File: src/dmbc_pkg.sv
package dmbc_pkg;

  // Slot geometry
  localparam int unsigned SLOT_COUNT = 256;
  localparam int unsigned SLOT_W     = $clog2(SLOT_COUNT);
  localparam int unsigned OUT_SLOT_W = 8;

  // Field widths
  localparam int unsigned BB_W   = 17;
  localparam int unsigned DATA_W = 32;
  localparam int unsigned PROD_W = SLOT_W + BB_W;

  // Queue between front and back
  localparam int unsigned QDEPTH = 2;
  localparam int unsigned QPTR_W = (QDEPTH > 1) ? $clog2(QDEPTH) : 1;
  localparam int unsigned QCNT_W = $clog2(QDEPTH + 1);

  // Remainder unit steps, one dividend bit per step
  localparam int unsigned DIV_CNT_W = $clog2(DATA_W);

  // Register reset values
  localparam logic [BB_W-1:0]   BLOCK_BYTES_RST = BB_W'(512);
  localparam logic [DATA_W-1:0] BUFFER_BASE_RST = '0;

  // Register index, taken from paddr[2]
  typedef enum logic {
    REG_BLOCK_BYTES = 1'b0,
    REG_BUFFER_BASE = 1'b1
  } reg_idx_e;

  typedef enum logic [1:0] {
    K_READ   = 2'd0,
    K_FILL   = 2'd1,
    K_WRITE  = 2'd2,
    K_WBLOCK = 2'd3
  } kind_e;

  typedef enum logic [3:0] {
    ST_HIT         = 4'd0,
    ST_MISS        = 4'd1,
    ST_PASS        = 4'd2,
    ST_FILLED      = 4'd3,
    ST_FILL_INVAL  = 4'd4,
    ST_WR_ACCEPT   = 4'd5,
    ST_WR_REJECT   = 4'd6,
    ST_BLK_UPDATED = 4'd7,
    ST_BLK_SKIPPED = 4'd8
  } status_e;

  // Classified request as it travels from front to back
  typedef struct packed {
    kind_e                    kind;
    logic [DATA_W-1:0]        block_number;
    logic signed [DATA_W-1:0] byte_count;
    logic [SLOT_W-1:0]        slot;
    logic                     neg;
    logic                     too_big;
  } dmbc_item_t;

  // Queue status seen by front and back
  typedef struct packed {
    logic full;
    logic empty;
  } dmbc_qstat_t;

endpackage

File: src/dmbc_queue.sv
module dmbc_queue import dmbc_pkg::*; (
  input  logic        clk_i,
  input  logic        rst_ni,
  input  logic        push_i,
  input  dmbc_item_t  item_i,
  input  logic        pop_i,
  output dmbc_item_t  item_o,
  output dmbc_qstat_t qstat_o
);

  dmbc_item_t        mem_q [QDEPTH];
  logic [QPTR_W-1:0] wr_ptr_d, wr_ptr_q;
  logic [QPTR_W-1:0] rd_ptr_d, rd_ptr_q;
  logic [QCNT_W-1:0] cnt_d, cnt_q;

  assign qstat_o.full  = (cnt_q == QCNT_W'(QDEPTH));
  assign qstat_o.empty = (cnt_q == '0);
  assign item_o        = mem_q[rd_ptr_q];

  // Advance pointers with wrap at the queue depth
  always_comb begin
    wr_ptr_d = wr_ptr_q;
    rd_ptr_d = rd_ptr_q;
    cnt_d    = cnt_q;
    if (push_i) begin
      wr_ptr_d = (wr_ptr_q == QPTR_W'(QDEPTH - 1)) ? '0 : wr_ptr_q + 1'b1;
    end
    if (pop_i) begin
      rd_ptr_d = (rd_ptr_q == QPTR_W'(QDEPTH - 1)) ? '0 : rd_ptr_q + 1'b1;
    end
    if (push_i && !pop_i) begin
      cnt_d = cnt_q + 1'b1;
    end else if (pop_i && !push_i) begin
      cnt_d = cnt_q - 1'b1;
    end
  end

  always_ff @(posedge clk_i or negedge rst_ni) begin
    if (!rst_ni) begin
      wr_ptr_q <= '0;
      rd_ptr_q <= '0;
      cnt_q    <= '0;
    end else begin
      wr_ptr_q <= wr_ptr_d;
      rd_ptr_q <= rd_ptr_d;
      cnt_q    <= cnt_d;
    end
  end

  // Store the pushed request
  always_ff @(posedge clk_i) begin
    if (push_i) begin
      mem_q[wr_ptr_q] <= item_i;
    end
  end

endmodule

File: config.mk
export PLATFORM = sky130hd
export DESIGN_NAME = dmbc_queue
export DESIGN_NICKNAME = d
export VERILOG_FILES = /design/src/dmbc_pkg.sv /design/src/dmbc_queue.sv
export SDC_FILE = /design/constraint.sdc
export NUM_CORES = 1
export LEC_CHECK = 0
export BUFFER_PORTS_ARGS = -buffer_cell sky130_fd_sc_hd__buf_2
export CORE_ASPECT_RATIO = 0.8
export CORE_MARGIN = 2
export CORE_UTILIZATION = 56
export DETAILED_ROUTE_END_ITERATION = 10
export GPL_TIMING_DRIVEN = 0
export HOLD_SLACK_MARGIN = 0.1
export PLACE_DENSITY_LB_ADDON = 0.1
export SLEW_MARGIN = 5
export SYNTH_ARGS = -nofsm -noshare
export SYNTH_HDL_FRONTEND = slang
export SYNTH_SLANG_ARGS = --single-unit
File: constraint.sdc
create_clock -name clk_i -period 10.3 [get_ports clk_i]
set_input_delay 2.575 -clock clk_i [delete_from_list [all_inputs] [get_ports clk_i]]
set_output_delay 2.575 -clock clk_i [all_outputs]
set_load 0.005 [all_outputs]
### After elaboration in Yosys (flattened, before gate mapping)

Memory sizes are Yosys's and may differ from the RTL's.
Cells that the tools add are included.

* bits of input ports: 80
* memory bits (writable): 152
* memories: 1
* register bits: 4

* reductions and logical operators: 6
* mux-type cells: 6
* $add $sub $neg: 4
* equality and inequality tests: 1

Memory list
* mem_q: depth 2, width 76, read ports 1, clocked after Yosys merged registers in 0, wr ports 1, RTL line dmbc_queue.sv:11 `dmbc_item_t mem_q [QDEPTH];`

Operator list (count)
* $mux W1: 4
* $mux W2: 2
* $add A1 B1 Y1 const B: 2
* $add A2 B1 Y2 const B: 1
* $eq A2 B2 Y1 const B: 1
* $logic_and A1 B1 Y1: 2
* $logic_not A1 Y1: 2
* $logic_not A2 Y1: 1
* $reduce_bool A2 Y1: 1
* $sub A2 B1 Y2 const B: 1

### Depth between registers and ports, before layout

Gate-level depths: netlist of run 1.

* depth in word-level cells: 4
* gate-level depth with buffers: 5

### Least setup slack after synthesis of run 1

Ideal clock, no wire load.

* path kind: input to register
* start point: input port push_i
* end point: memory mem_q[0][0] (netlist name), enable pin
* path slack: 3878 ps
* path buffers: 0
* data required time: 9780 ps
* stages on the path: 1
* arrival time: 5902 ps
* cells stage by stage: nor2b_1

* word-level cells in the longest chain between the ends: 2

RTL lines
* start: declaration: RTL line dmbc_queue.sv:4 `input logic push_i,`
* $mux W1: RTL line dmbc_queue.sv:52 `if (push_i) begin`
* $mux W1 (implied by the code): RTL line dmbc_queue.sv:53 `mem_q[wr_ptr_q] <= item_i;`
* end: declaration: RTL line dmbc_queue.sv:11

No other way between the ends.

==> results of run 1 <==
worst max-delay path, cell delays in order, from the launching register on:
cell and delay [ps]:
sky130_fd_sc_hd__dfrtp_1 340, sky130_fd_sc_hd__buf_6 110, sky130_fd_sc_hd__buf_6 170, sky130_fd_sc_hd__buf_8 180, sky130_fd_sc_hd__mux2_4 310, sky130_fd_sc_hd__buf_2 130
power breakdown:
group          total [mW]  switching [mW]  internal [mW]
Combinational       0.563           0.254          0.308
Clock               0.593           0.219          0.374
Sequential          0.874          0.0316          0.842
Total                2.03           0.505           1.53
placed cells by master, fill, tap and decap left out, drive strengths merged:
master	count
xor2	4
clkbuf	20
buf	169
and2	1
mux2	76
ha	1
dfrtp	4
nor2b	2
xnor2	1
edfxtp	152
inv	1
bufinv	3
nor2	2
clkinv	7
worst paths after layout:
| path | from | endpoint | slack [ps] |
|---|---|---|---|
| max in group asynchronous | rst_ni | rd_ptr_q$_DFFE_PN0P_ | 8200 |
| worst min-delay path | cnt_q[1]$_DFFE_PN0P_ | cnt_q[1]$_DFFE_PN0P_ | 500 |
| min in group asynchronous | rst_ni | cnt_q[0]$_DFFE_PN0P_ | 1970 |
| worst max-delay path | rd_ptr_q$_DFFE_PN0P_ | item_o[35] | 6080 |
| worst min register to register | cnt_q[1]$_DFFE_PN0P_ | cnt_q[1]$_DFFE_PN0P_ | 500 |
| worst max register to register | wr_ptr_q$_DFFE_PN0P_ | mem_q[0][55]$_DFFE_PP_ | 8710 |
layer usage:
layer / track usage [%] / vias up / wire length, µm
met5: 0 / - / 0
met4: 8.73 / 0 / 119
met3: 7.06 / 14 / 633
met2: 29.8 / 103 / 4850
met1: 20.6 / 1393 / 3960
li1: - / 1361 / -
stage by stage:
step	total power [mW]	instances	util (%)	area [µm²]	worst slack, ps
after detailed placement	1.46	553	67.4	6850	6350
after global routing	2.13	583	72.9	7410	6010
after floorplan	1.24	253	-	5810	3880
after global placement	1.45	550	66.6	6770	1790
final	2.03	583	72.9	7410	6080
after CTS	2.06	583	72.9	7410	6040
cell type report:
type                    instances  share of cell area, %
flip-flops and latches        156                   63.0
plain buffers                   9                   1.18
repair buffers                160                   11.5
well taps                     140                   2.36
inverters                       1                 0.0507
clock buffers                  20                   5.90
clock inverters                10                   1.69
multi-input cells              87                   14.3
cells by family after synthesis:
kind of cell | Yosys count | share of synthesized area, %
xor gates and xnor gates | 5 | 0.754
adders and majority gates | 1 | 0.215
buffers and inverters | 10 | 1.57
DFF | 156 | 80.3
muxes | 76 | 16.7
and+or+nand+nor | 5 | 0.453
sequential cells by signal (all words and copies together), names as in the netlist:
| register | count |
|---|---|
| mem_q | 152 |
| wr_ptr_q | 1 |
| rd_ptr_q | 1 |
| cnt_q | 2 |
==> results.py, run 1 <==
metrics = {
    "status": {
        "outcome": "complete, no violations",
    },
    "synthesis": {
        "synth_top_area_share_pct": 78.6,
        "postSynthAreaPerCell_um2": 23.0,
        "synth.ff_latch_count": 156,
        "synth_most_common_cell": "sky130_fd_sc_hd__edfxtp_1",
        "synth_seq_area_share_pct": 80.3,
        "synth_largest_area_cell": "sky130_fd_sc_hd__edfxtp_1",
        "synth_fp_nets": 334,
        "post_synth_instance_area_um2": 5810,
        "synth_enable_flop_cells": 152,
        "ys_top_cells_by_area": "sky130_fd_sc_hd__edfxtp_1 79%, sky130_fd_sc_hd__mux2_2 8.9%, sky130_fd_sc_hd__mux2_4 7.8%, sky130_fd_sc_hd__dfrtp_1 1.7%, sky130_fd_sc_hd__buf_8 0.78%",
        "asyncSetResetFlopFracSynth_pct": 2.56,
        "yosys_warnings": 0,
        "ys_types": 14,
        "synth_flop_cell": "sky130_fd_sc_hd__edfxtp_1",
        "netlist_instances": 253,
        "synthTopCellsByCount": "152 x sky130_fd_sc_hd__edfxtp_1, 46 x sky130_fd_sc_hd__mux2_2, 30 x sky130_fd_sc_hd__mux2_4",
    },
    "cts": {
        "cts_htree_levels": 4,
        "postCtsSetupRepairBufs": 0,
        "clock_latency_ps": 410,
        "clock_tree.root_cell": "sky130_fd_sc_hd__clkbuf_16",
        "tritoncts.num_buffers": 17,
        "cts_resized": 0,
        "post_cts_hold_buffer_count": 0,
        "clkSlewWorstSetupHoldPaths_ps": 50,
        "clock_tree_from_tritoncts": "done",
        "clock-sinks": 156,
        "maximum_root_to_sink_buffer_count": 2,
    },
    "die": {
        "num_rows": 33,
        "coreArea_um2": 10200,
        "initial_utilization_pct": 57.2,
        "design.portCount": 158,
        "die-width_um": 118,
        "fp.dieArea_um2": 11200,
        "die-height_um": 95.1,
    },
    "layout": {
        "layout.filler_cells": 671,
        "antennaDiodeCount": 0,
        "finish.net_count": 513,
        "areaGrowthSynthToFinish_pct": 27.6,
        "layout.area.seq_um2": 4660,
        "final_layout_size_suffix_gt1_share_pct": 61.2,
        "multi_input_comb_area_um2": 1060,
    },
    "critical_path": {
        "worst-setup-path-type": "reg2out",
        "timing.critical_path.fanout_max": 10,
        "required_ps": 7730,
        "crit_path_end_kind": "primary output",
        "number_of_cell_instances_on_the_worst_register_to_register_path": 2,
        "worst-endpoint-arrival_ps": 1640,
        "crit_path_start_kind": "flip-flop",
    },
    "global_route": {
        "grt_antenna_before_repair": 0,
        "grt_overflow_total": 0,
        "number_of_global_route_vias_before_repair": 3008,
        "groute.usage.overall_pct": 17.9,
        "grt_start_max_net_pins": 47,
        "grt_first_pass_wirelength_mm": 14.8,
    },
    "timing": {
        "hold_viol_final": 0,
        "timing.clock.skew_ps": 8.53,
        "final-max-slew-violation-count": 0,
        "fmaxAchievable_mhz": 237,
        "finalSetupTns_ps": 0,
        "timing.final.setup_violations": 0,
        "worst_slew_pin_slew_ps": 666,
        "setup_repair_after_global_routing_missed_its_margin": "no",
        "relative_slew_slack_pct": 55.5,
        "layout_worst_path_cycle_share_pct": 40.9,
        "layout_min_cycle_time_ps": 4220,
        "final_layout_worst_hold_slack_ps": 497,
    },
    "placed_design": {
        "gp_congestion": 0.718,
        "port_buffers": 157,
        "dpl_hpwl_mm": 6.42,
    },
    "route": {
        "routed_wl_mm": 9.56,
        "drt-pass1-iter-count": 4,
        "post-route-drc-count": 0,
        "drt.antenna.violating_nets": 0,
        "viasPerCell": 4.92,
        "drt_iter0_markers": 156,
        "detailroute.via_count": 2871,
        "drt-wirelength-per-cell_um": 16.4,
    },
    "flow_run": {
        "cap_violations": 0,
    },
    "min_path": {
        "number_of_cells_on_the_worst_hold_path": 1,
        "hold_path_class": "reg2reg",
    },
    "pwr": {
        "vdd.ir_drop.worst_mv": 0.215,
        "pwr_density_cell_nw_per_um2": 274,
        "cellLeakagePower_nw": 2.93,
    },
}
No activity file was read; power rests on OpenSTA's default activity.
==> run 2, diff against run 1 <==
--- a/config.mk
+++ b/config.mk
@@ -8,7 +8,7 @@
 export BUFFER_PORTS_ARGS = -buffer_cell sky130_fd_sc_hd__buf_2
 export CORE_ASPECT_RATIO = 0.8
 export CORE_MARGIN = 2
-export CORE_UTILIZATION = 56
+export CORE_UTILIZATION = 47
 export DETAILED_ROUTE_END_ITERATION = 10
 export GPL_TIMING_DRIVEN = 0
 export HOLD_SLACK_MARGIN = 0.1
==> constraint.sdc (replaced) <==
create_clock -name clk_i -period 3.5 [get_ports clk_i]
set_input_delay 0.875 -clock clk_i [delete_from_list [all_inputs] [get_ports clk_i]]
set_output_delay 0.875 -clock clk_i [all_outputs]
set_load 0.005 [all_outputs]
==> results.py, run 2 (same netlist as run 1, synthesis figures left out) <==
metrics = {
    "status": {
        "outcome": "complete, no violations",
    },
    "placed_design": {
        "placed_cell_area_um2": 6870,
        "dpl_hpwl_mm": 6.49,
        "port_buffers": 157,
        "cell_count_after_placement": 565,
        "gp_congestion": 0.671,
    },
    "die": {
        "design.portCount": 158,
        "die-height_um": 103,
        "num_rows": 36,
        "fp.dieArea_um2": 13300,
        "coreArea_um2": 12100,
        "die-width_um": 128,
        "initial_utilization_pct": 47.9,
    },
    "cts": {
        "maximum_root_to_sink_buffer_count": 2,
        "cts_resized": 0,
        "clkSlewWorstSetupHoldPaths_ps": 60,
        "clock_tree.root_cell": "sky130_fd_sc_hd__clkbuf_16",
        "post_cts_hold_buffer_count": 0,
        "clock-sinks": 156,
        "tritoncts.num_buffers": 17,
        "clock_tree_from_tritoncts": "done",
        "postCtsSetupRepairBufs": 0,
        "cts_htree_levels": 4,
        "clock_latency_ps": 420,
    },
    "timing": {
        "relative_slew_slack_pct": 42.4,
        "fmaxAchievable_mhz": 393,
        "final-max-slew-violation-count": 0,
        "hold_viol_final": 0,
        "timing.clock.skew_ps": 3.70,
        "timing.final.setup_violations": 0,
        "finalSetupTns_ps": 0,
        "worst_slew_pin_slew_ps": 862,
        "layout_worst_path_cycle_share_pct": 72.7,
        "setup_repair_after_global_routing_missed_its_margin": "no",
        "layout_min_cycle_time_ps": 2540,
        "final_layout_worst_hold_slack_ps": 257,
    },
    "pwr": {
        "power.net_switching_mw": 1.51,
        "sw_ratio_pct": 25.2,
        "internal_power_mw": 4.49,
        "share_seq_of_total_power_pct": 42.8,
        "vdd.ir_drop.worst_mv": 0.489,
        "clk_pwr_share_pct": 29.4,
        "pwr_density_cell_nw_per_um2": 808,
        "comb_power_share_pct": 27.8,
        "cellLeakagePower_nw": 2.93,
        "fin_total_pwr_mw": 6.00,
    },
    "critical_path": {
        "number_of_cell_instances_on_the_worst_register_to_register_path": 2,
        "rr_endpoint": "mem_q[0][22]$_DFFE_PP_",
        "crit_path_end": "item_o[23]",
        "worst-endpoint-arrival_ps": 1670,
        "crit_path_end_kind": "primary output",
        "required_ps": 2620,
        "worst-setup-path-type": "reg2out",
        "setup.reg_to_reg.worst_slack_ps": 1760,
        "timing.critical_path.fanout_max": 10,
        "worst_setup_path_startpoint": "rd_ptr_q$_DFFE_PN0P_",
        "crit_path_start_kind": "flip-flop",
        "regToRegStartpoint": "wr_ptr_q$_DFFE_PN0P_",
    },
    "global_route": {
        "groute.usage.overall_pct": 15.4,
        "number_of_global_route_vias_before_repair": 2864,
        "grt_antenna_before_repair": 1,
        "grt_start_max_net_pins": 44,
        "grt_overflow_total": 0,
        "grt_first_pass_wirelength_mm": 14.7,
    },
    "layout": {
        "register_with_the_highest_flop_count": "mem_q",
        "largest_register_ffs": 152,
        "final_layout_size_suffix_gt1_share_pct": 61.0,
        "mostFrequentLayoutCell": "sky130_fd_sc_hd__buf_2",
        "biggestRegsByFlops": "mem_q x152, cnt_q x2",
        "areaGrowthSynthToFinish_pct": 27.9,
        "antennaDiodeCount": 0,
        "post-route-cell-area_um2": 7430,
        "post_layout_nonfiller_instances": 596,
        "most-common-layout-cells": "161 x sky130_fd_sc_hd__buf_2, 152 x sky130_fd_sc_hd__edfxtp_1, 46 x sky130_fd_sc_hd__mux2_2",
        "layout.filler_cells": 900,
        "finish.net_count": 513,
    },
    "route": {
        "routed_wl_mm": 9.98,
        "drt_iter0_markers": 149,
        "viasPerCell": 4.87,
        "drt-pass1-iter-count": 4,
        "detailroute.via_count": 2904,
        "post-route-drc-count": 0,
        "drt-wirelength-per-cell_um": 16.7,
        "drt.antenna.violating_nets": 0,
    },
    "min_path": {
        "hold_path_class": "in2async",
    },
    "flow_run": {
        "cap_violations": 0,
    },
}
-- run 2: changes by cell type in the layout (fill, tap and decap cells not counted), sizes merged --
cell / change
clkinv: +2
clkbuf: -1
-- run 2: layer usage --
layer  wire length, µm  global-route usage (%)  up-vias
li1                  -                       -     1360
met1              4170                    17.8     1419
met2              4730                    24.1      105
met3               907                    7.97       18
met4               158                    7.10        2
met5                13                       0        -
-- run 2: final cells by class --
cell class              count  area (µm²)  area share, %
plain buffers               9        87.6           1.18
clock buffers              19         433           5.83
clock inverters            12         129           1.73
inverters                   1        3.75         0.0505
multi-input cells          87        1060           14.3
flip-flops and latches    156        4660           62.8
well taps                 152         190           2.56
repair buffers            160         861           11.6
-- run 2: worst min-delay path by stage --
stage | endpoint | slack (ps) | cells after the start | from
6_report | cnt_q[1]$_DFFE_PN0P_ | 260 | 1 | rst_ni
3_5_place_dp | cnt_q[1]$_DFFE_PN0P_ | 490 | 1 | cnt_q[1]$_DFFE_PN0P_
4_1_cts | cnt_q[1]$_DFFE_PN0P_ | 240 | 1 | rst_ni
2_1_floorplan | cnt_q[1]$_DFFE_PN0P_ | 460 | 1 | cnt_q[1]$_DFFE_PN0P_
3_3_place_gp | cnt_q[1]$_DFFE_PN0P_ | 470 | 1 | cnt_q[1]$_DFFE_PN0P_
5_1_grt | cnt_q[1]$_DFFE_PN0P_ | 240 | 1 | rst_ni
-- run 2: stage by stage --
| stage | utilization [%] | worst slack (ps) |
|---|---|---|
| 6_report | 61.3 | 957 |
| 5_1_grt | 61.3 | 854 |
| 4_1_cts | 61.3 | 907 |
| 3_5_place_dp | 56.7 | 1070 |
| 3_3_place_gp | 56.0 | -1110 |
| 2_1_floorplan | - | 202 |
-- run 2: power groups by stage --
stage,Combinational [mW],Sequential [mW],Clock (mW)
floorplan,1.04,2.61,0
global placement,1.64,2.63,0
detailed placement,1.71,2.61,0
CTS,1.72,2.57,1.81
global route,1.82,2.60,1.87
finish,1.67,2.57,1.76
-- run 2: worst max-delay path, cell delays in order (launching register included) --
cell and delay (ps):
sky130_fd_sc_hd__dfrtp_1 340, sky130_fd_sc_hd__buf_6 120, sky130_fd_sc_hd__buf_6 170, sky130_fd_sc_hd__buf_8 180, sky130_fd_sc_hd__mux2_4 310, sky130_fd_sc_hd__buf_2 130
==> run 3, diff against run 2 <==
==> constraint.sdc (replaced) <==
create_clock -name clk_i -period 2.3 [get_ports clk_i]
set_input_delay 0.575 -clock clk_i [delete_from_list [all_inputs] [get_ports clk_i]]
set_output_delay 0.575 -clock clk_i [all_outputs]
set_load 0.005 [all_outputs]
==> results.py, run 3 (same netlist as run 1, synthesis figures left out) <==
metrics = {
    "die": {
        "initial_utilization_pct": 47.9,
        "num_rows": 36,
        "die-height_um": 103,
        "design.portCount": 158,
        "coreArea_um2": 12100,
        "fp.dieArea_um2": 13300,
        "die-width_um": 128,
    },
    "timing": {
        "fmaxAchievable_mhz": 449,
        "layout_worst_path_cycle_share_pct": 96.9,
        "final-max-slew-violation-count": 0,
        "hold_viol_final": 0,
        "finalSetupTns_ps": 0,
        "setup_repair_after_global_routing_missed_its_margin": "yes",
        "timing.clock.skew_ps": 6.76,
        "timing.final.setup_violations": 0,
        "layout_min_cycle_time_ps": 2230,
        "relative_slew_slack_pct": 57.0,
        "worst_slew_pin_slew_ps": 643,
        "final_layout_worst_hold_slack_ps": 346,
    },
    "route": {
        "drt-pass1-iter-count": 4,
        "post-route-drc-count": 0,
        "drt-wirelength-per-cell_um": 16.5,
        "routed_wl_mm": 9.91,
        "drt_iter0_markers": 197,
        "drt.antenna.violating_nets": 0,
        "viasPerCell": 4.87,
        "detailroute.via_count": 2920,
    },
    "cts": {
        "maximum_root_to_sink_buffer_count": 2,
        "cts_htree_levels": 4,
        "clkSlewWorstSetupHoldPaths_ps": 60,
        "clock_tree_from_tritoncts": "done",
        "clock_tree.root_cell": "sky130_fd_sc_hd__clkbuf_16",
        "clock-sinks": 156,
        "clock_latency_ps": 410,
        "tritoncts.num_buffers": 17,
        "postCtsSetupRepairBufs": 0,
    },
    "pwr": {
        "pwr_density_cell_nw_per_um2": 1250,
        "cellLeakagePower_nw": 2.98,
        "fin_total_pwr_mw": 9.48,
        "vdd.ir_drop.worst_mv": 0.789,
    },
    "critical_path": {
        "required_ps": 1730,
        "crit_buf_inv": 4,
        "crit_cells": 5,
        "worst-setup-path-type": "reg2out",
        "critical-path-top-cell-by-count": "sky130_fd_sc_hd__buf_6",
        "timing.critical_path.cells": "buf_6, buf_6, buf_12, mux2_4, buf_2",
        "crit_path_start_kind": "flip-flop",
        "number_of_cell_instances_on_the_worst_register_to_register_path": 3,
        "crit_path_end_kind": "primary output",
        "timing.critical_path.fanout_max": 10,
        "crit_slowest_cell": "sky130_fd_sc_hd__dfrtp_1",
        "max_stage_delay_ps": 370,
        "worst-endpoint-arrival_ps": 1650,
        "cpLargestDelayFamily": "buffers and inverters",
    },
    "placed_design": {
        "port_buffers": 157,
        "gp_congestion": 0.706,
        "dpl_hpwl_mm": 6.43,
    },
    "flow_run": {
        "cap_violations": 0,
    },
    "layout": {
        "antennaDiodeCount": 0,
        "mostFrequentLayoutCell": "sky130_fd_sc_hd__buf_2",
        "finish.net_count": 515,
        "most-common-layout-cells": "159 x sky130_fd_sc_hd__buf_2, 152 x sky130_fd_sc_hd__edfxtp_1, 46 x sky130_fd_sc_hd__mux2_2",
        "areaGrowthSynthToFinish_pct": 30.1,
        "final_layout_size_suffix_gt1_share_pct": 61.7,
        "biggestRegsByFlops": "mem_q x152, cnt_q x2",
        "register_with_the_highest_flop_count": "mem_q",
        "layout.filler_cells": 916,
        "largest_register_ffs": 152,
    },
    "global_route": {
        "number_of_global_route_vias_before_repair": 2931,
        "grt_antenna_before_repair": 0,
        "groute.usage.overall_pct": 15.3,
        "grt_first_pass_wirelength_mm": 14.8,
        "grt_overflow_total": 0,
        "grt_start_max_net_pins": 43,
    },
    "min_path": {
        "hold_path_class": "in2reg",
        "number_of_cells_on_the_worst_hold_path": 1,
    },
    "status": {
        "outcome": "complete, no violations",
    },
}
-- run 3: changes by cell type in the layout (fill, tap and decap cells not counted), sizes merged --
cell and delta:
dlygate4sd3 +1, buf -1, clkinvlp +3, bufinv +2, clkinv -2
-- run 3: what timing repair did --
item	in CTS	in global routing
endpoints found under the setup margin	0	49
hold endpoints to repair	4	0
hold buffers	1	0
resized for setup	0	5
-- run 3: area by class of cell --
class / count / area [µm²] / share of cell area, %
flip-flops and latches: 156 / 4660 / 61.8
multi-input cells: 87 / 1060 / 14.0
repair buffers: 162 / 898 / 11.9
clock buffers: 17 / 425 / 5.63
clock inverters: 15 / 203 / 2.68
well taps: 152 / 190 / 2.52
plain buffers: 9 / 108 / 1.42
inverters: 1 / 3.75 / 0.0497
-- run 3: stage by stage --
step           utilization (%)  setup WS (ps)  cell area [µm²]  instances
2_1_floorplan                -            144             5820        253
3_3_place_gp              56.1           -667             6790        562
3_5_place_dp              56.9            196             6900        566
4_1_cts                   62.2           34.7             7530        599
5_1_grt                   62.3          -10.3             7550        599
6_report                  62.3           71.0             7550        599
-- run 3: final timing paths --
path                                       from                      to  slack, ps
setup reg to reg           wr_ptr_q$_DFFE_PN0P_  mem_q[0][25]$_DFFE_PP_        570
hold / removal                       item_i[57]  mem_q[1][57]$_DFFE_PP_        350
hold reg to reg            cnt_q[1]$_DFFE_PN0P_    cnt_q[1]$_DFFE_PN0P_        490
min in group asynchronous                rst_ni    cnt_q[0]$_DFFE_PN0P_        530
max in group asynchronous                rst_ni    wr_ptr_q$_DFFE_PN0P_       1650
setup / recovery           rd_ptr_q$_DFFE_PN0P_              item_o[24]         70
-- run 3: where the power goes --
group | internal, mW | switching [mW] | total (mW)
Clock | 1.90 | 1.04 | 2.94
Combinational | 1.45 | 1.18 | 2.63
Sequential | 3.77 | 0.135 | 3.91
Total | 7.13 | 2.35 | 9.48
-- run 3: per-layer routing --
metal | routed length [µm] | vias up | track usage, %
met4 | 159 | 0 | 6.85
met3 | 858 | 13 | 7.92
met5 | 0 | - | 0
met2 | 4600 | 116 | 23.2
met1 | 4290 | 1424 | 18.4
li1 | - | 1367 | -
