--- src/dmbc_pkg.sv ---
package dmbc_pkg;

  // Slot geometry
  localparam int unsigned SLOT_COUNT = 256;
  localparam int unsigned SLOT_W     = $clog2(SLOT_COUNT);
  localparam int unsigned OUT_SLOT_W = 8;

  // Field widths
  localparam int unsigned BB_W   = 17;
  localparam int unsigned DATA_W = 32;
  localparam int unsigned PROD_W = SLOT_W + BB_W;

  // Queue between front and back
  localparam int unsigned QDEPTH = 2;
  localparam int unsigned QPTR_W = (QDEPTH > 1) ? $clog2(QDEPTH) : 1;
  localparam int unsigned QCNT_W = $clog2(QDEPTH + 1);

  // Remainder unit steps, one dividend bit per step
  localparam int unsigned DIV_CNT_W = $clog2(DATA_W);

  // Register reset values
  localparam logic [BB_W-1:0]   BLOCK_BYTES_RST = BB_W'(512);
  localparam logic [DATA_W-1:0] BUFFER_BASE_RST = '0;

  // Register index, taken from paddr[2]
  typedef enum logic {
    REG_BLOCK_BYTES = 1'b0,
    REG_BUFFER_BASE = 1'b1
  } reg_idx_e;

  typedef enum logic [1:0] {
    K_READ   = 2'd0,
    K_FILL   = 2'd1,
    K_WRITE  = 2'd2,
    K_WBLOCK = 2'd3
  } kind_e;

  typedef enum logic [3:0] {
    ST_HIT         = 4'd0,
    ST_MISS        = 4'd1,
    ST_PASS        = 4'd2,
    ST_FILLED      = 4'd3,
    ST_FILL_INVAL  = 4'd4,
    ST_WR_ACCEPT   = 4'd5,
    ST_WR_REJECT   = 4'd6,
    ST_BLK_UPDATED = 4'd7,
    ST_BLK_SKIPPED = 4'd8
  } status_e;

  // Classified request as it travels from front to back
  typedef struct packed {
    kind_e                    kind;
    logic [DATA_W-1:0]        block_number;
    logic signed [DATA_W-1:0] byte_count;
    logic [SLOT_W-1:0]        slot;
    logic                     neg;
    logic                     too_big;
  } dmbc_item_t;

  // Queue status seen by front and back
  typedef struct packed {
    logic full;
    logic empty;
  } dmbc_qstat_t;

endpackage

--- src/dmbc_front.sv ---
module dmbc_front import dmbc_pkg::*; (
  input  logic                     clk_i,
  input  logic                     rst_ni,
  input  logic                     start_i,
  input  logic [1:0]               kind_i,
  input  logic [DATA_W-1:0]        block_number_i,
  input  logic signed [DATA_W-1:0] byte_count_i,
  input  logic [BB_W-1:0]          block_bytes_i,
  input  dmbc_qstat_t              qstat_i,
  output logic                     busy_o,
  output logic                     push_o,
  output dmbc_item_t               item_o
);

  logic       valid_d, valid_q;
  dmbc_item_t item_d, item_q;
  logic       accept;

  // Hand the held request to the queue when it has room
  assign push_o = valid_q & ~qstat_i.full;
  assign busy_o = valid_q & qstat_i.full;
  assign accept = start_i & ~busy_o;
  assign item_o = item_q;

  // Classify the incoming request
  always_comb begin
    item_d.kind         = kind_e'(kind_i);
    item_d.block_number = block_number_i;
    item_d.byte_count   = byte_count_i;
    item_d.slot         = block_number_i[SLOT_W-1:0];
    item_d.neg          = byte_count_i[DATA_W-1];
    item_d.too_big      = $unsigned(byte_count_i) > DATA_W'(block_bytes_i);
  end

  assign valid_d = accept | (valid_q & ~push_o);

  always_ff @(posedge clk_i or negedge rst_ni) begin
    if (!rst_ni) begin
      valid_q <= 1'b0;
    end else begin
      valid_q <= valid_d;
    end
  end

  // Capture the request payload
  always_ff @(posedge clk_i) begin
    if (accept) begin
      item_q <= item_d;
    end
  end

endmodule

--- config.mk ---
export PLATFORM = sky130hd
export DESIGN_NAME = dmbc_front
export DESIGN_NICKNAME = d
export VERILOG_FILES = /design/src/dmbc_pkg.sv /design/src/dmbc_front.sv
export SDC_FILE = /design/constraint.sdc
export NUM_CORES = 1
export LEC_CHECK = 0
export BUFFER_PORTS_ARGS = -buffer_cell sky130_fd_sc_hd__clkbuf_2
export CAP_MARGIN = 30
export CORE_UTILIZATION = 38
export CTS_CLUSTER_DIAMETER = 60
export DETAILED_ROUTE_END_ITERATION = 8
export GPL_TIMING_DRIVEN = 0
export HOLD_SLACK_MARGIN = 0.08
export PLACE_DENSITY = 0.84
export SLEW_MARGIN = 20
export SYNTH_ARGS = -nofsm -noshare
export SYNTH_HDL_FRONTEND = slang
export SYNTH_SLANG_ARGS = --single-unit
--- constraint.sdc ---
create_clock -name clk_i -period 3.87 [get_ports clk_i]
set_clock_uncertainty 0.1 [all_clocks]
set_input_delay 0.5805 -clock clk_i [delete_from_list [all_inputs] [get_ports clk_i]]
set_output_delay 0.5805 -clock clk_i [all_outputs]
set_load 0.005 [all_outputs]
== Word-level counts from Yosys, hierarchy flattened ==
Cells that the tools add are included.

* Register bits after elaboration: 77
* Latch bits: 0
* Bits in writable memories: 0
* Memory bits (read-only): 0
* Bits of input ports: 88
* Output and inout bits: 78
* Word-level logic and storage cells: 16
* Memories kept: 0

* Add/subtract/negate cells: 0
* Multiply operators: 0
* Divide/modulo/power cells: 0
* Magnitude comparators: 1
* Eq/ne operators: 0
* Shift operators: 0
* Mux-type cells: 0
* Bitwise gates (word level): 8
* Reduce and logical (&&, ||, !) cells: 0

{| class="wikitable"
|+ Operator list
! kind !! count
|-
| 32-bit by 17-bit greater-than comparator with 1-bit output || 1
|-
| 1-bit AND || 4
|-
| 1-bit inverter || 3
|-
| 1-bit bitwise OR || 1
|}

== Logic depth before layout (Yosys ltp) ==
Gate-level depths: netlist of the first run.

* Word-level depth: 5
* Depth in mapped cells: 7
* Mapped depth without buffers: 7

== Least setup slack after synthesis of the first run ==
OpenSTA, ideal clock, no wires.

* Path type: input -> register
* Start: input port qstat_i[1] (netlist name)
* End: register item_q, in the netlist item_o[0], enable pin
* Library setup time: 500 ps
* Data arrival time: 3754 ps
* Required time: 3270 ps
* Slack: -484 ps
* Stages on the path: 2
* Buffers on the path: 0
* Path through: and2_1 > nor2b_1

* Cells in the longest elaborated chain, start to end: 3

{| class="wikitable"
|+ RTL lines
! element !! RTL line !! source
|-
| start: declaration || dmbc_front.sv:9 || <nowiki>input dmbc_qstat_t qstat_i,</nowiki>
|-
| 1-bit AND || dmbc_front.sv:21 || <nowiki>assign busy_o = valid_q & qstat_i.full;</nowiki>
|-
| 1-bit inverter || dmbc_front.sv:22 || <nowiki>assign accept = start_i & ~busy_o;</nowiki>
|-
| 1-bit AND || dmbc_front.sv:22 ||
|-
| named net accept || dmbc_front.sv:17 || <nowiki>logic accept;</nowiki>
|-
| end signal: assignment || dmbc_front.sv:48 || <nowiki>item_q <= item_d;</nowiki>
|-
| end: declaration || dmbc_front.sv:16 || <nowiki>dmbc_item_t item_d, item_q;</nowiki>
|}

The timed path passes the listed nets, and every way through them passes these cells.
A chain may end at the register's enable or synchronous reset.

==> metrics.log, run 1 <==
[metrics] power per cell area: 422 nW/µm²
[metrics] total of flip-flops plus latches after synthesis: 68
[metrics] kind of end point of the critical path: register
[metrics] peak per-stage delay on the critical path: 580 ps
[metrics] library cell contributing the largest single delay on the critical path: or4_4
[metrics] pin count of the biggest net entering global routing: 33
[metrics] die height: 85.1 µm
[metrics] minimum period implied by the final worst setup slack: 2110 ps
[metrics] final setup vio count: 0
[metrics] most common cell in the synthesized netlist: edfxtp_1
[metrics] global-route wire length before repair: 8620 µm
[metrics] total congestion overflow after global routing: 0
[metrics] Max Slew Vio Count: 0
[metrics] total iterations of the first detailed-routing run: 5
[metrics] total power draw: 0.00160 W
[metrics] number of top-level pins: 166
[metrics] worst hold path type: in -> reg
[metrics] antenna violations before repair: 0
[metrics] post-route fraction of the period consumed by the critical path: 54.5%
[metrics] share of synthesized flip-flops with an asynchronous set or reset: 1.47%
[metrics] HPWL after detailed placement: 4650 µm
[metrics] Placement Rows: 29
[metrics] total length of routed wires: 5690 µm
[metrics] DR vias: 1887
[metrics] fraction of final layout cells with drive strength greater than 1: 59.6%
[metrics] Top Family by Delay on Critical Path: simple AND/OR/NAND/NOR gates
[metrics] Post-Syn Area per Cell: 17.6 µm²
[metrics] overall routing resource usage: 15.9%
[metrics] Post-Synthesis Net Count: 254
[metrics] required time reported for the critical path endpoint: 3940 ps
[metrics] antenna viol nets, final: 0
[metrics] post-synthesis cell type count: 26
[metrics] main flop type after synthesis: edfxtp_1
[metrics] largest cells by area after synthesis: edfxtp_1 (77%), ha_1 (8.1%), buf_4 (2.6%)
[metrics] via count of the first global-routing pass: 1881
[metrics] Lkg Pwr: 1.78 nW
[metrics] number of flops mapped to enable cells by yosys: 67
[metrics] Worst Max-Slew Pin Slew: 346 ps
[metrics] number of cells produced by synthesis: 149
[metrics] crit-path cells: clkbuf_2, inv_1, ha_1, nand4_2, or4_4, a21oi_2, a211oi_1, a211oi_2
[metrics] warnings from Yosys: 0
[metrics] crit start category: input port
[metrics] Die X-Extent: 85.1 µm
[metrics] Initial Utilization: 40.4%
[metrics] run status: finished, final reports clean
[metrics] most frequent cells after synthesis: edfxtp_1 (67), inv_1 (18), ha_1 (17)
[metrics] max frequency: 474 MHz
[metrics] placeable core region: 6490 µm²
[metrics] Port Buffer Count: 164
[metrics] worst endpoint data arrival time: 2170 ps
[metrics] cts bufs inserted: 9
[metrics] CTS Root Buffer Type: clkbuf_8
[metrics] Post-Route Setup TNS: 0 ps
[metrics] CTS tree: built
[metrics] Detailed Route Iter0 Violations: 28
[metrics] final routed DRC violation total: 0
[metrics] worst vdd rail ir drop: 204 µV
[metrics] Maximum Capacitance Violations: 0
[metrics] number of clock sinks seen by CTS: 68
[metrics] full die area: 7240 µm²
[metrics] Fillers: 549
[metrics] nets@finish: 432
[metrics] area share of the largest cell type after synthesis: 76.6%
[metrics] hold violation count in the final report: 0
[metrics] sequential-to-total area share from yosys stat: 77.6%
[metrics] worst-case register-to-register setup slack: 2330 ps
[metrics] maximum fanout count along the critical path: 4
[metrics] placer congestion estimate: 0.727
[metrics] multi-input combinational cell area: 460 µm²
[metrics] Area Overhead vs Synth: 44.5%
[metrics] number of buffer and inverter instances along the worst setup path: 2
[metrics] unrepaired setup endpoints after global routing: no
[metrics] hold slack final: 323 ps
[metrics] share of the core filled with cells in the final layout: 58.4%
[metrics] Worst-path clk slew: 80 ps
[metrics] clock network latency to the later pin of the worst-skew pair: 320 ps
[metrics] Post-CTS Repair Setup Buffers: 0
[metrics] antenna cell count: 0
[metrics] detailed-route vias per instance: 4.61
[metrics] clock tree buffer depth: 2
[metrics] summed instance area of the synthesized netlist: 2630 µm²
[metrics] slew margin rel.: 76.7%
[metrics] critical path class: in -> reg
[metrics] drt wl/cell: 13.9 µm
[metrics] register area: 2040 µm²
[metrics] H-tree lvl count: 3
[metrics] post-synth top area cell: edfxtp_1
layout make-up:
class | count | share of cell area [%]
Clock buffer | 10 | 3.37
Timing Repair Buffer | 167 | 23.0
Clock inverter | 6 | 1.72
Inverter | 18 | 1.78
Multi-Input combinational cell | 54 | 12.1
Buffer | 9 | 1.78
Tap cell | 77 | 2.54
Sequential cell | 68 | 53.7
routing by layer:
metal  up-vias  part of all wire, %  wire length (µm)  global-route usage [%]
met1       865                   36              2040                    16.3
met4         0                  1.4                82                    6.16
met3         8                  9.4               536                    5.45
met5         -                    0                 0                       0
li1        909                    -                 -                       -
met2       105                   53              3030                    29.7
registers in the layout, indices dropped and copies added, names as in the netlist:
signal / flops
valid_q: 1
item_o: 67
metrics by stage:
stage	setup WS, ps	area, µm²	std cells
4_1_cts	1750	3790	409
3_5_place_dp	1400	3590	392
3_3_place_gp	182	3540	390
2_1_floorplan	818	2630	149
5_1_grt	1700	3790	409
6_report	1760	3790	409
cells in the final DEF (no fill, tap or decap), drive strengths merged:
cell	count
dfrtp	1
or4	2
nor4b	1
a21oi	8
buf	11
ha	17
clkbuf	174
o211ai	1
or2	1
nor2b	3
nor4	3
bufinv	1
dlygate4sd3	1
nor2	3
o221ai	1
and2	1
nand3	1
o21ai	1
inv	18
edfxtp	67
nand2	3
a31o	1
nand4	3
nor3	2
clkinv	4
clkinvlp	1
a211oi	2
path summary, 6_finish.rpt:
path,start,to,depth (start not counted)
worst max register to register,valid_q$_DFF_PN0_,item_o[17]$_DFFE_PP_,3
min in group asynchronous,rst_ni,valid_q$_DFF_PN0_,2
max in group asynchronous,rst_ni,valid_q$_DFF_PN0_,2
worst max-delay path,block_bytes_i[15],item_o[0]$_DFFE_PP_,8
worst min register to register,valid_q$_DFF_PN0_,valid_q$_DFF_PN0_,2
worst min-delay path,block_number_i[2],item_o[44]$_DFFE_PP_,1
cell families after synthesis:
group                    share of synthesized area, %
adder cells (fa/ha/maj)                          8.10
flip-flops                                       77.6
AND/OR/NAND/NOR                                  5.58
buffers and inverters                            5.15
AO/OA/AOI/OAI                                    3.57
where the power goes:
group / switching (W) / internal [W]
combinational: 0.0000820 / 0.0000892
clock: 0.000262 / 0.000298
sequential: 0.0000114 / 0.000857
timing repair:
item	CTS	global route
hold buffers	1	0
hold endpoints to repair	1	0
gates resized for setup	0	0
(Power assumes the default switching activity.)
==> run 2, diff against run 1 <==
Settings changed: ABC_AREA from default to 1, CORE_UTILIZATION 38 to 42, PLACE_DENSITY 0.84 to 0.87.
Clock period 3.87 ns to 2.2 ns, I/O delays scaled along.
==> metrics.log, run 2 <==
[metrics] HPWL after detailed placement: 4720 µm (was 4650 µm)
[metrics] run status: finished, final reports clean (unchanged)
[metrics] sequential-to-total area share from yosys stat: 76.1% (was 77.6%)
[metrics] worst hold path type: in -> reg (unchanged)
[metrics] register area: 2040 µm² (unchanged)
[metrics] DP Cell Count: 417 (was 392)
[metrics] Port Buffer Count: 164 (unchanged)
[metrics] H-tree lvl count: 3 (unchanged)
[metrics] final routed DRC violation total: 0 (unchanged)
[metrics] hold slack final: 96.6 ps (was 323 ps)
[metrics] number of cells produced by synthesis: 175 (was 149)
[metrics] Design Area, Final: 4390 µm² (was 3790 µm²)
[metrics] crit-path cells: dlygate4sd3_1, clkbuf_2, ha_1, nand2_1, nor2_1, nand4_1, nor3_2, a21oi_2 (was clkbuf_2, inv_1, ha_1, nand4_2, or4_4, a21oi_2, a211oi_1, a211oi_2)
[metrics] library cell contributing the largest single delay on the critical path: dlygate4sd3_1 (was or4_4)
[metrics] total of flip-flops plus latches after synthesis: 68 (unchanged)
[metrics] post-synth top area cell: edfxtp_1 (unchanged)
[metrics] unrepaired setup endpoints after global routing: no (unchanged)
[metrics] most frequent cells after synthesis: edfxtp_1 (67), inv_1 (25), nand2_1 (22) (was edfxtp_1 (67), inv_1 (18), ha_1 (17))
[metrics] Fillers: 400 (was 549)
[metrics] pin count of the biggest net entering global routing: 24 (was 33)
[metrics] hold violation count in the final report: 0 (unchanged)
[metrics] overall routing resource usage: 21.2% (was 15.9%)
[metrics] CTS tree: built (unchanged)
[metrics] crit start category: input port (unchanged)
[metrics] minimum period implied by the final worst setup slack: 1890 ps
[metrics] total congestion overflow after global routing: 0 (unchanged)
[metrics] nets@finish: 507 (was 432)
[metrics] Lkg Pwr: 2.10 nW (was 1.78 nW)
[metrics] number of flops mapped to enable cells by yosys: 67 (unchanged)
[metrics] multi-input combinational cell area: 485 µm² (was 460 µm²)
[metrics] origin of the worst min-delay path: byte_count_i[5] (was block_number_i[2])
[metrics] filler-free cell count of the finished design: 482 (was 409)
[metrics] critical path class: in -> reg (unchanged)
[metrics] full die area: 6700 µm² (was 7240 µm²)
[metrics] Final Worst Setup Slack: 307 ps (was 1760 ps)
[metrics] Post-Synthesis Net Count: 280 (was 254)
[metrics] area share of the largest cell type after synthesis: 75.2% (was 76.6%)
[metrics] main flop type after synthesis: edfxtp_1 (unchanged)
[metrics] Initial Utilization: 44.4% (was 40.4%)
[metrics] Placement Rows: 28 (was 29)
[metrics] cts bufs inserted: 9 (unchanged)
[metrics] post-route fraction of the period consumed by the critical path: 86.1%
[metrics] antenna violations before repair: 0 (unchanged)
[metrics] clock tree buffer depth: 2 (unchanged)
[metrics] highest-count cells in the layout ignoring fill and taps: clkbuf_2 (164), edfxtp_1 (67), dlygate4sd3_1 (49), inv_1 (25), nand2_1 (22) (was clkbuf_2 (164), edfxtp_1 (67), inv_1 (18), ha_1 (17))
[metrics] placed instance area: 3680 µm² (was 3590 µm²)
[metrics] Die X-Extent: 81.8 µm (was 85.1 µm)
[metrics] detailed-route vias per instance: 4.49 (was 4.61)
[metrics] slew margin rel.: 67.7% (was 76.7%)
[metrics] count of hold buffers inserted by post-cts repair: 49 (was 1)
[metrics] total length of routed wires: 6980 µm (was 5690 µm)
[metrics] antenna cell count: 0 (unchanged)
[metrics] required time reported for the critical path endpoint: 2180 ps (was 3940 ps)
[metrics] largest cells by area after synthesis: edfxtp_1 (75%), ha_1 (7.9%), inv_1 (3.5%) (was edfxtp_1 (77%), ha_1 (8.1%), buf_4 (2.6%))
[metrics] Max Slew Vio Count: 0 (unchanged)
[metrics] share of synthesized flip-flops with an asynchronous set or reset: 1.47% (unchanged)
[metrics] drt wl/cell: 14.5 µm (was 13.9 µm)
[metrics] worst endpoint data arrival time: 1870 ps (was 2170 ps)
[metrics] flip-flop count of the largest register, all copies and words added: 67 (unchanged)
[metrics] clock network latency to the later pin of the worst-skew pair: 330 ps (was 320 ps)
[metrics] peak per-stage delay on the critical path: 530 ps (was 580 ps)
[metrics] kind of end point of the critical path: register (unchanged)
[metrics] placer congestion estimate: 0.712 (was 0.727)
[metrics] post-synthesis cell type count: 21 (was 26)
[metrics] Post-Route Setup TNS: 0 ps (unchanged)
[metrics] total iterations of the first detailed-routing run: 4 (was 5)
[metrics] number of top-level pins: 166 (unchanged)
[metrics] Post-CTS Repair Setup Buffers: 0 (unchanged)
[metrics] Area Overhead vs Synth: 64.0% (was 44.5%)
[metrics] summed instance area of the synthesized netlist: 2680 µm² (was 2630 µm²)
[metrics] Top Family by Delay on Critical Path: buffers and inverters (was simple AND/OR/NAND/NOR gates)
[metrics] die height: 81.8 µm (was 85.1 µm)
[metrics] number of clock sinks seen by CTS: 68 (unchanged)
[metrics] global-route wire length before repair: 9930 µm (was 8620 µm)
[metrics] worst vdd rail ir drop: 362 µV (was 204 µV)
[metrics] final setup vio count: 0 (unchanged)
[metrics] via count of the first global-routing pass: 2120 (was 1881)
[metrics] CTS Root Buffer Type: clkbuf_8 (unchanged)
[metrics] Post-Syn Area per Cell: 15.3 µm² (was 17.6 µm²)
[metrics] DR vias: 2164 (was 1887)
[metrics] most common cell in the synthesized netlist: edfxtp_1 (unchanged)
[metrics] worst reg2reg path startpoint: valid_q$_DFF_PN0_ (unchanged)
[metrics] Worst-path clk slew: 70 ps (was 80 ps)
[metrics] number of instances resized during post-cts repair: 0 (unchanged)
[metrics] Detailed Route Iter0 Violations: 61 (was 28)
[metrics] Worst Max-Slew Pin Slew: 483 ps (was 346 ps)
[metrics] maximum fanout count along the critical path: 2 (was 4)
[metrics] antenna viol nets, final: 0 (unchanged)
[metrics] power per cell area: 691 nW/µm² (was 422 nW/µm²)
[metrics] warnings from Yosys: 0 (unchanged)
[metrics] max frequency: 528 MHz
[metrics] number of buffer and inverter instances along the worst setup path: 2 (unchanged)
[metrics] Maximum Capacitance Violations: 0 (unchanged)
[metrics] placeable core region: 6030 µm² (was 6490 µm²)
[metrics] fraction of final layout cells with drive strength greater than 1: 48.4% (was 59.6%)
[metrics] worst setup timing slack at the placement stage: 404 ps (was 1400 ps)
[metrics] commonest non-fill, non-tap cell in the layout: clkbuf_2 (unchanged)
[metrics] Worst setup startpoint: byte_count_i[6] (was block_bytes_i[15])
[run 2: worst reg2reg max path: cells and delay by family, from the launching register on]
kind,cells,cell delay (ps)
buffers and inverters,3,480
DFF,1,380
and+or+nand+nor,2,480
[run 2: logic make-up after synthesis]
family,share of synthesized area [%]
buffers and inverters,6.03
AND/OR/NAND/NOR,7.99
adder cells (fa/ha/maj),7.95
flip-flops,76.1
AO/OA/AOI/OAI,1.92
[run 2: layout make-up]
cell class	instances	share of cell area, %
inverter	25	2.14
tap	75	2.14
timing repair buffer	216	31.8
sequential	68	46.4
multi-input combinational	73	11.1
clock inverter	6	2.02
clock buffer	10	2.91
buffer	9	1.54
[run 2: layer usage]
| metal | vias up | wire (µm) | GRT usage, % |
|---|---|---|---|
| li1 | 1055 | - | - |
| met1 | 987 | 2420 | 20.6 |
| met2 | 108 | 3770 | 40.5 |
| met3 | 14 | 627 | 5.89 |
| met4 | 0 | 156 | 10.4 |
| met5 | - | 0 | 0 |
[run 2: where the power goes]
group          leakage (nW)  internal (W)  switching (W)
clock network         0.102      0.000638       0.000468
logic                  1.35      0.000223       0.000174
registers             0.647       0.00151      0.0000228
[run 2: path summary, 6_finish.rpt]
path | depth (start not counted) | to | slack, ps
setup / recovery | 8 | item_o[0]$_DFFE_PP_ | 310
hold / removal | 1 | item_o[15]$_DFFE_PP_ | 100
setup reg to reg | 5 | item_o[66]$_DFFE_PP_ | 460
hold reg to reg | 2 | valid_q$_DFF_PN0_ | 430
max in group asynchronous | 2 | valid_q$_DFF_PN0_ | 1700
min in group asynchronous | 2 | valid_q$_DFF_PN0_ | 210
[run 2: through the flow]
stage	power, W	utilization (%)
after global placement	0.00184	59.7
after detailed placement	0.00188	61.1
after floorplan	0.00167	-
final	0.00303	72.8
after global routing	0.00316	72.8
after CTS	0.00306	72.8
==> run 3, diff against run 2 <==
Settings changed: PLACE_DENSITY 0.87 to default, PLACE_DENSITY_LB_ADDON from default to 0.3.
==> metrics.log, run 3 (synthesis results as in run 2) <==
[metrics] fraction of final layout cells with drive strength greater than 1: 49.2% (was 48.4%)
[metrics] peak per-stage delay on the critical path: 540 ps (was 530 ps)
[metrics] Lkg Pwr: 2.05 nW (was 2.10 nW)
[metrics] critical path class: in -> reg (unchanged)
[metrics] worst endpoint data arrival time: 1910 ps (was 1870 ps)
[metrics] slew margin rel.: 67.0% (was 67.7%)
[metrics] placeable core region: 6030 µm² (unchanged)
[metrics] overall routing resource usage: 20.3% (was 21.2%)
[metrics] antenna viol nets, final: 0 (unchanged)
[metrics] global-route wire length before repair: 9520 µm (was 9930 µm)
[metrics] full die area: 6700 µm² (unchanged)
[metrics] maximum fanout count along the critical path: 2 (unchanged)
[metrics] highest-count cells in the layout ignoring fill and taps: clkbuf_2 (164), edfxtp_1 (67), dlygate4sd3_1 (40), inv_1 (25), nand2_1 (22) (was clkbuf_2 (164), edfxtp_1 (67), dlygate4sd3_1 (49), inv_1 (25), nand2_1 (22))
[metrics] clock tree buffer depth: 2 (unchanged)
[metrics] die height: 81.8 µm (unchanged)
[metrics] antenna violations before repair: 0 (unchanged)
[metrics] unrepaired setup endpoints after global routing: no (unchanged)
[metrics] worst hold path type: in -> reg (unchanged)
[metrics] post-route fraction of the period consumed by the critical path: 87.5% (was 86.1%)
[metrics] pin count of the biggest net entering global routing: 31 (was 24)
[metrics] total congestion overflow after global routing: 0 (unchanged)
[metrics] number of top-level pins: 166 (unchanged)
[metrics] CTS tree: built (unchanged)
[metrics] Max Slew Vio Count: 0 (unchanged)
[metrics] antenna cell count: 0 (unchanged)
[metrics] cts bufs inserted: 9 (unchanged)
[metrics] hold violation count in the final report: 0 (unchanged)
[metrics] placed instance area: 3650 µm² (was 3680 µm²)
[metrics] detailed-route vias per instance: 4.50 (was 4.49)
[metrics] total iterations of the first detailed-routing run: 4 (unchanged)
[metrics] number of instances resized during post-cts repair: 0 (unchanged)
[metrics] Maximum Capacitance Violations: 0 (unchanged)
[metrics] max frequency: 519 MHz (was 528 MHz)
[metrics] worst vdd rail ir drop: 452 µV (was 362 µV)
[metrics] nets@finish: 497 (was 507)
[metrics] DR vias: 2121 (was 2164)
[metrics] Placement Rows: 28 (unchanged)
[metrics] Most Frequent Cell on Critical Path: a21oi_1
[metrics] kind of end point of the critical path: register (unchanged)
[metrics] Area Overhead vs Synth: 58.9% (was 64.0%)
[metrics] flip-flop count of the largest register, all copies and words added: 67 (unchanged)
[metrics] final routed DRC violation total: 0 (unchanged)
[metrics] commonest non-fill, non-tap cell in the layout: clkbuf_2 (unchanged)
[metrics] total length of routed wires: 6590 µm (was 6980 µm)
[metrics] Die X-Extent: 81.8 µm (unchanged)
[metrics] library cell contributing the largest single delay on the critical path: dlygate4sd3_1 (unchanged)
[metrics] placer congestion estimate: 0.719 (was 0.712)
[metrics] Initial Utilization: 44.4% (unchanged)
[metrics] HPWL after detailed placement: 4610 µm (was 4720 µm)
[metrics] power per cell area: 698 nW/µm² (was 691 nW/µm²)
[metrics] CTS Root Buffer Type: clkbuf_8 (unchanged)
[metrics] minimum period implied by the final worst setup slack: 1930 ps (was 1890 ps)
[metrics] run status: finished, final reports clean (unchanged)
[metrics] worst setup timing slack at the placement stage: 473 ps (was 404 ps)
[metrics] via count of the first global-routing pass: 2112 (was 2120)
[metrics] Top Family by Delay on Critical Path: buffers and inverters (unchanged)
[metrics] required time reported for the critical path endpoint: 2180 ps (about the same)
[metrics] clock network latency to the later pin of the worst-skew pair: 330 ps (about the same)
[metrics] Detailed Route Iter0 Violations: 67 (was 61)
[metrics] drt wl/cell: 14.0 µm (was 14.5 µm)
[metrics] Worst-path clk slew: 70 ps (about the same)
[metrics] Worst Max-Slew Pin Slew: 494 ps (was 483 ps)
[metrics] crit start category: input port (unchanged)
[metrics] Port Buffer Count: 164 (unchanged)
[metrics] number of clock sinks seen by CTS: 68 (unchanged)
[metrics] Final Worst Setup Slack: 274 ps (was 307 ps)
[metrics] H-tree lvl count: 3 (unchanged)
[metrics] number of buffer and inverter instances along the worst setup path: 2 (unchanged)
[metrics] final setup vio count: 0 (unchanged)
[metrics] Design Area, Final: 4250 µm² (was 4390 µm²)
[metrics] crit-path cells: dlygate4sd3_1, clkbuf_2, ha_1, a21oi_1, o21ai_0, a21oi_1, nand2_2, nand2_1, a21oi_2 (was dlygate4sd3_1, clkbuf_2, ha_1, nand2_1, nor2_1, nand4_1, nor3_2, a21oi_2)
-- run 3: timing repair --
item / in CTS / in global routing
hold buffers: 40 / 0
hold endpoints to repair: 40 / 0
setup buffers: 0 / 0
-- run 3: metal layers --
metal | track usage, % | wire length [µm] | vias up
li1 | - | - | 1037
met1 | 19.1 | 2250 | 954
met2 | 38.0 | 3540 | 110
met3 | 7.89 | 631 | 20
met4 | 9.12 | 171 | 0
met5 | 0 | 0 | -
-- run 3: per-stage QoR --
stage	cells	TNS, ps	power, W	util, %	hold slack (ps)
after CTS	471	0	0.00299	70.6	80.6
after detailed placement	416	0	0.00187	60.5	13.0
final	471	0	0.00297	70.6	93.8
after global placement	414	-14610	0.00184	59.7	5.44
after floorplan	175	0	0.00167	-	-65.6
after global routing	471	0	0.00309	70.6	81.2
-- run 3: final cells by class --
class	count	area, µm²
buffer	9	67.6
multi-input combinational	73	485
fill	428	1770
inverter	25	93.8
timing repair buffer	206	1270
clock buffer	10	128
tap	75	93.8
clock inverter	5	77.6
sequential	68	2040
-- run 3: path summary, 6_finish.rpt --
| kind | start | endpoint | slack, ps | depth (start not counted) |
|---|---|---|---|---|
| worst max-delay path | byte_count_i[15] | item_o[0]$_DFFE_PP_ | 270 | 9 |
| worst min-delay path | byte_count_i[22] | item_o[32]$_DFFE_PP_ | 90 | 1 |
| worst max register to register | valid_q$_DFF_PN0_ | item_o[46]$_DFFE_PP_ | 600 | 4 |
| worst min register to register | valid_q$_DFF_PN0_ | valid_q$_DFF_PN0_ | 400 | 2 |
| max in group asynchronous | rst_ni | valid_q$_DFF_PN0_ | 1700 | 2 |
| min in group asynchronous | rst_ni | valid_q$_DFF_PN0_ | 210 | 2 |
-- run 3: power by group --
group / switching, W / internal [W]
clock network: 0.000440 / 0.000628
logic: 0.000165 / 0.000204
registers: 0.0000223 / 0.00151
total: 0.000627 / 0.00234
-- run 3: worst reg2reg max path: stages (launching register included) --
cell	delay, ps
dfrtp_1	380
nand2_1	80
inv_1	70
nor2_4	400
buf_12	260
